**config.mk**
```make
export PLATFORM = sky130hd
export DESIGN_NAME = keypad_scan_debounce_oneshot_top
export DESIGN_NICKNAME = d
export VERILOG_FILES = /design/src/kpsd_pkg.sv /design/src/kpsd_decode.sv /design/src/kpsd_lookup.sv /design/src/keypad_scan_debounce_oneshot_top.sv
export SDC_FILE = /design/constraint.sdc
export NUM_CORES = 1
export LEC_CHECK = 0
export BUFFER_PORTS_ARGS = -buffer_cell sky130_fd_sc_hd__buf_2
export CAP_MARGIN = 20
export CORE_MARGIN = 2
export CORE_UTILIZATION = 55
export DETAILED_ROUTE_END_ITERATION = 7
export PLACE_DENSITY = 0.78
export SLEW_MARGIN = 20
export SYNTH_ARGS = -nofsm -noshare
export SYNTH_HDL_FRONTEND = slang
export SYNTH_HIERARCHICAL = 1
export SYNTH_SLANG_ARGS = --single-unit
```
**constraint.sdc**
```tcl
create_clock -name clk -period 4.94 [get_ports clk]
set_input_delay 1.235 -clock clk [delete_from_list [all_inputs] [get_ports clk]]
set_output_delay 1.235 -clock clk [all_outputs]
set_load 0.05 [all_outputs]
```
**src/kpsd_pkg.sv**
```systemverilog
// Shared types and constants for the keypad scan/debounce/one-shot block.
// Holds the poll item layout, register indexes and the fixed key table.
// No dependencies.
`default_nettype none

package kpsd_pkg;

    localparam int CODE_W    = 8;
    localparam int INDEX_W   = 5;
    localparam int NIBBLE_W  = 4;
    localparam int CFG_IDX_W = 1;
    localparam int IN_DATA_W  = 24;
    localparam int OUT_DATA_W = 16;

    // Configuration register indexes
    localparam logic [CFG_IDX_W-1:0] REG_NONE_CODE  = 1'd0;
    localparam logic [CFG_IDX_W-1:0] REG_POWER_CODE = 1'd1;

    // Reset values of the configuration registers
    localparam logic [CODE_W-1:0] NONE_CODE_RST  = 8'h00;
    localparam logic [CODE_W-1:0] POWER_CODE_RST = 8'h80;

    // Key table: sixteen fixed entries, power_code is entry sixteen
    localparam int KEY_FIXED = 16;
    localparam logic [INDEX_W-1:0] KEY_IDX_POWER  = 5'd16;
    localparam logic [INDEX_W-1:0] KEY_IDX_ABSENT = 5'd17;

    typedef logic [CODE_W-1:0] code_t;
    typedef code_t key_table_t [KEY_FIXED];

    localparam key_table_t KEY_TABLE = '{
        8'h01, 8'h11, 8'h31, 8'h71,
        8'h02, 8'h12, 8'h32, 8'h72,
        8'h74, 8'h78, 8'h04, 8'h14,
        8'h34, 8'h08, 8'h18, 8'h38
    };

    // One poll: two samples plus the power-on flag (lowest field last here)
    typedef struct packed {
        logic                power_on;
        logic                second_power_low;
        logic [NIBBLE_W-1:0] second_col;
        logic [NIBBLE_W-1:0] second_row;
        logic                first_power_low;
        logic [NIBBLE_W-1:0] first_col;
        logic [NIBBLE_W-1:0] first_row;
    } poll_t;

    // One result item
    typedef struct packed {
        logic               beep_request;
        logic [INDEX_W-1:0] key_index;
        code_t              key_code;
    } result_t;

endpackage

`default_nettype wire

```
**src/kpsd_decode.sv**
```systemverilog
// Decodes one keypad sample (row, column, power pin) into a key code.
// Depends on kpsd_pkg.
`default_nettype none

module kpsd_decode
    import kpsd_pkg::*;
(
    input  wire logic [NIBBLE_W-1:0] row,
    input  wire logic [NIBBLE_W-1:0] col,
    input  wire logic                power_low,
    input  wire code_t               none_code,
    input  wire code_t               power_code,
    output code_t                    code
);

    // col*16 + 255 - row, mod 256, is {col-1, ~row}
    always_comb
    begin
        code = none_code;
        if (row != {NIBBLE_W{1'b1}} && col != '0)
        begin
            code = {col - NIBBLE_W'(1), ~row};
        end
        if (power_low)
        begin
            code = power_code;
        end
    end

endmodule

`default_nettype wire

```
**src/kpsd_lookup.sv**
```systemverilog
// Finds the first position of a code in the key table.
// Depends on kpsd_pkg.
`default_nettype none

module kpsd_lookup
    import kpsd_pkg::*;
(
    input  wire code_t               code,
    input  wire code_t               power_code,
    output logic [INDEX_W-1:0]       key_index
);

    // Priority match: lowest table position wins, then the power entry
    always_comb
    begin
        key_index = KEY_IDX_ABSENT;
        if (code == power_code)
        begin
            key_index = KEY_IDX_POWER;
        end
        for (int i = KEY_FIXED - 1; i >= 0; i--)
        begin
            if (KEY_TABLE[i] == code)
            begin
                key_index = INDEX_W'(i);
            end
        end
    end

endmodule

`default_nettype wire

```
**src/keypad_scan_debounce_oneshot_top.sv**
```systemverilog
// The result passes through the input register and then the result register; a
// full result register that is not taken holds the poll in the input register.
// Throughput: one poll per cycle while m_axis_tready does not stall; the output
// register lets a new poll into the empty input register while a result waits.
// Reset (rst_n, async, active low): pipeline empty, none_code = 0x00,
// power_code = 0x80, held key = 0x00. Depends on kpsd_pkg, kpsd_decode,
// kpsd_lookup.
`default_nettype none

module keypad_scan_debounce_oneshot_top
    import kpsd_pkg::*;
(
    input  wire logic                  clk,
    input  wire logic                  rst_n,
    // Poll stream
    input  wire logic                  s_axis_tvalid,
    output logic                       s_axis_tready,
    // [3:0] first_row, [7:4] first_col, [8] first_power_low, [12:9] second_row,
    // [16:13] second_col, [17] second_power_low, [18] power_on, [23:19] zero
    input  wire logic [IN_DATA_W-1:0]  s_axis_tdata,
    // Result stream
    output logic                       m_axis_tvalid,
    input  wire logic                  m_axis_tready,
    // [7:0] key_code, [12:8] key_index, [13] beep_request, [15:14] zero
    output logic [OUT_DATA_W-1:0]      m_axis_tdata,
    // Configuration write port
    input  wire logic                  cfg_we,
    input  wire logic [CFG_IDX_W-1:0]  cfg_index,
    input  wire logic [CODE_W-1:0]     cfg_data
);

    code_t   none_code_reg;
    code_t   power_code_reg;
    code_t   held_key_reg;
    code_t   held_key_next;
    logic    poll_valid_reg;
    poll_t   poll_reg;
    logic    out_valid_reg;
    result_t out_reg;
    result_t out_next;
    logic    poll_advance;
    code_t   code_first;
    code_t   code_second;
    code_t   report;
    logic [INDEX_W-1:0] report_index;

    // Handshake: poll stage moves when the result register is free or being taken
    assign poll_advance  = poll_valid_reg && (!out_valid_reg || m_axis_tready);
    assign s_axis_tready = !poll_valid_reg || poll_advance;
    assign m_axis_tvalid = out_valid_reg;
    assign m_axis_tdata  = OUT_DATA_W'(out_reg);

    // Configuration registers
    always_ff @(posedge clk or negedge rst_n)
    begin
        if (!rst_n)
        begin
            none_code_reg  <= NONE_CODE_RST;
            power_code_reg <= POWER_CODE_RST;
        end
        else if (cfg_we)
        begin
            case (cfg_index)
                REG_NONE_CODE:  none_code_reg  <= cfg_data;
                REG_POWER_CODE: power_code_reg <= cfg_data;
                default:        ;
            endcase
        end
    end

    // Input register
    always_ff @(posedge clk or negedge rst_n)
    begin
        if (!rst_n)
        begin
            poll_valid_reg <= 1'b0;
        end
        else if (s_axis_tready)
        begin
            poll_valid_reg <= s_axis_tvalid;
        end
    end

    always_ff @(posedge clk)
    begin
        if (s_axis_tready && s_axis_tvalid)
        begin
            poll_reg <= poll_t'(s_axis_tdata[$bits(poll_t)-1:0]);
        end
    end

    // Sample decode
    kpsd_decode u_dec_first (
        .row        (poll_reg.first_row),
        .col        (poll_reg.first_col),
        .power_low  (poll_reg.first_power_low),
        .none_code  (none_code_reg),
        .power_code (power_code_reg),
        .code       (code_first)
    );

    kpsd_decode u_dec_second (
        .row        (poll_reg.second_row),
        .col        (poll_reg.second_col),
        .power_low  (poll_reg.second_power_low),
        .none_code  (none_code_reg),
        .power_code (power_code_reg),
        .code       (code_second)
    );

    // One-shot: report a stable key once, release clears the held key
    always_comb
    begin
        report        = none_code_reg;
        held_key_next = held_key_reg;
        if (code_first != none_code_reg)
        begin
            if (code_second == code_first && held_key_reg != code_first)
            begin
                held_key_next = code_first;
                report        = code_first;
            end
        end
        else
        begin
            held_key_next = none_code_reg;
        end
    end

    kpsd_lookup u_lookup (
        .code       (report),
        .power_code (power_code_reg),
        .key_index  (report_index)
    );

    always_comb
    begin
        out_next.key_code     = report;
        out_next.key_index    = report_index;
        out_next.beep_request = (report != none_code_reg) && poll_reg.power_on;
    end

    // Held key and result register
    always_ff @(posedge clk or negedge rst_n)
    begin
        if (!rst_n)
        begin
            held_key_reg  <= NONE_CODE_RST;
            out_valid_reg <= 1'b0;
        end
        else
        begin
            if (poll_advance)
            begin
                held_key_reg <= held_key_next;
            end
            if (!out_valid_reg || m_axis_tready)
            begin
                out_valid_reg <= poll_valid_reg;
            end
        end
    end

    always_ff @(posedge clk)
    begin
        if (poll_advance)
        begin
            out_reg <= out_next;
        end
    end

endmodule

`default_nettype wire

```
==> flow_summary.toml <==
[synth]
synth-edff-count = 33
yosys_warnings = 6
synthFlopType = "edfxtp_1"
postSynthCellCount = 311
synth_area_mm2 = 0.00349
syn_avg_cell_area_um2 = 11.2
ys_types = 48
synth_seq_cells = 59
async_flop_share_pct = 44.1
seq_area_frac_synth_pct = 47.1

[floorplanning]
rows = 29
die-area_mm2 = 0.00700
coreArea_mm2 = 0.00624
die_w_um = 83.7
num_io_pins = 56
die_y_um = 83.7
initial_core_util_pct = 55.9

[cells_and_area]
syn_to_final_growth_pct = 15.1
drive_gt1_share_pct = 31.8
largest_reg_flops = 19
post-route-util_pct = 64.3
antennaDiodeCount = 0
nets = 400

[sta]
setup_tns_ns = 0
setup_viol = 0
fmax_ghz = 0.223
drv_slew = 0
rsz0062_at_grt = "no"
final.min_clock_period_ns = 4.49
post-route-period-util_pct = 91.0
worst_slew_pin_slew_ns = 0.867
skew_ns = 0.0110
hold_violations = 0
relSlewSlack_pct = 42.2

[routing]
wirelength_mm = 7.39
vias = 2594
drt_iter0_markers = 228
vias_per_cell = 5.87
ant_nets = 0
drc = 0
first_pass_iters = 4
wl_per_cell_um = 16.7

[min_path]
hold_class = "flip-flop to flip-flop"

[clock_network]
clock_sinks = 59
cts_max_level = 3
clk_pin_slew_ns = 0.07
clk-insertion-delay-late_ns = 0.35
cts_buffers = 9
cts_hold_buf = 0
cts_buffer_depth = 2
cts_tree = "built"
cts.repair.resized = 0
cts_root_buffer = "clkbuf_8"
postCtsSetupBuffers = 0

[placed_design]
dp_hpwl_mm = 5.11
gp_congestion = 0.893
numPortBuffers = 48

[setup_path]
critPathCaptureType = "flip-flop"
slowest_delay_ns = 0.61
crit_top_cell = "o21ai_0"
path_cells = "inv_1 -> ha_1 -> or3b_1 -> and3_4 -> o31ai_2 -> buf_4 -> xor2_1 -> nor4_1 -> nand2_1 -> nand2b_2 -> mux2_4 -> or4b_1 -> a21boi_0 -> o21ai_0 -> o21ai_0 -> a211oi_2"
startpoint_type = "flip-flop"
criticalPathCategory = "flip-flop to flip-flop"
path_buf_inv = 2
slowest_stage = "or4b_1"
crit_family = "simple AND/OR/NAND/NOR gates"
worstPathMaxFanout = 13
cp_data_arrival_time_ns = 4.59
cp.required_ns = 5.03

[power]
leakage_uw = 0.00164
ir_drop_mv = 0.279
powerDensity_mw_per_mm2 = 386

[global_route]
grt_pass1_wl_mm = 12.1
grt.total_usage_pct = 22.2
grt_overflow = 0
antenna_found_initial = 0
grt_pass1_vias = 2553
grt_max_degree = 27

[run_status]
outcome = "completed"

[job]
cap_violations = 0
[layout make-up]
cell class,instances,area [um2]
fill,495,2230
multi-input combinational,222,1710
sequential,59,1640
timing repair buffer,54,285
clock buffer,11,174
tap,77,96.3
clock inverter,5,56.3
inverter,14,52.6
[worst register-to-register path, delay by kind of cell, from the launching register on]
kind	cells	cell delay [ns]
AOI/OAI and AO/OA	5	0.66
muxes	1	0.42
adders and majority gates	1	0.19
DFF	1	0.40
xor gates and xnor gates	1	0.09
buffers and inverters	2	0.25
and+or+nand+nor	6	2.23
[layout by cell type (no fill, tap or decap), types with 2 or more instances in the layout]
master / count
o31ai_2: 3
nor4b_1: 3
o21ai_1: 2
clkinv_4: 2
dfrtp_1: 25
o21ai_0: 19
nor2b_1: 15
a21oi_1: 22
nor3_1: 7
xnor2_1: 12
ha_1: 2
edfxtp_1: 33
and2_1: 2
o311ai_0: 4
mux2_4: 8
clkbuf_8: 9
nor4_1: 5
mux2_2: 24
inv_1: 14
nor4_2: 2
buf_2: 48
nand4_1: 4
nand3b_1: 2
clkbuf_16: 2
and3_4: 2
or3b_1: 2
buf_4: 6
nand2b_1: 7
xor2_1: 28
nor2_1: 10
and4_1: 2
nand2_1: 15
conb_1: 2
[path summary, 6_finish.rpt]
check / startpoint / end / slack, ns / cells past startpoint
min reg2reg: poll_valid_reg / m_axis_tvalid / 0.48 / 1
max in group asynchronous: rst_n / power_code_reg[1] / 3.68 / 1
max reg2reg: poll_reg[4] / m_axis_tdata[8] / 0.45 / 16
max: poll_reg[4] / m_axis_tdata[8] / 0.45 / 16
min in group asynchronous: rst_n / poll_valid_reg / 0.87 / 1
min: poll_valid_reg / m_axis_tvalid / 0.48 / 1
[report_power, final]
part           leakage (uW)  internal (uW)  switching, uW  total [uW]
registers          0.000632            596           66.9         663
logic              0.000896            173            224         397
clock network      0.000117            293            197         489
total               0.00164           1060            487        1550
[layer usage]
| metal | global-route usage, % | wire length, um | up-vias |
|---|---|---|---|
| li1 | - | - | 1218 |
| met1 | 28.0 | 3000 | 1238 |
| met2 | 35.4 | 3650 | 114 |
| met3 | 4.35 | 489 | 24 |
| met4 | 13.6 | 252 | 0 |
| met5 | 0 | 0 | - |
[through the flow]
| step | worst slack, ns | cells | hold slack, ns | power (uW) | instance area, um2 |
|---|---|---|---|---|---|
| floorplan | 0.683 | 312 | 0.449 | 964 | 3490 |
| global placement | 0.271 | 426 | 0.461 | 1050 | 3770 |
| detailed placement | 0.204 | 426 | 0.478 | 1060 | 3770 |
| CTS | 0.158 | 442 | 0.491 | 1550 | 4000 |
| global route | 0.0802 | 442 | 0.511 | 1620 | 4020 |
| finish | 0.447 | 442 | 0.484 | 1550 | 4020 |
[cells in the mapped netlist (3+ instances only)]
library cell | n | share of area (%)
a21oi_1 | 23 | 3.3
buf_2 | 4 | 0.57
buf_6 | 4 | 1.3
clkbuf_1 | 7 | 0.75
dfrtp_1 | 25 | 18
edfxtp_1 | 33 | 28
inv_1 | 14 | 1.5
mux2_2 | 24 | 7.7
mux2_4 | 8 | 3.4
nand2_1 | 15 | 1.6
nand2b_1 | 8 | 1.4
nand4_1 | 4 | 0.72
nor2_1 | 10 | 1.1
nor2b_1 | 15 | 2.7
nor3_1 | 7 | 1.0
nor4_1 | 5 | 0.90
nor4b_1 | 3 | 0.75
o21ai_0 | 19 | 2.7
o311ai_0 | 4 | 1.0
xnor2_1 | 12 | 3.0
xor2_1 | 28 | 7.0
[logic make-up (layout without fill, tap and decap cells)]
logic type / count (synthesis) / count (layout) / synth area share (%)
adders and majority gates: 2 / 2 / 0.717
xor gates and xnor gates: 40 / 40 / 10.0
buffers and inverters: 31 / 84 / 4.55
muxes: 32 / 32 / 11.2
and+or+nand+nor: 86 / 86 / 15.1
AOI/OAI and AO/OA: 60 / 60 / 11.3
DFF: 59 / 59 / 47.1
other: 1 / 2 / 0.107
Note: power is estimated with default switching activity, not from simulation.
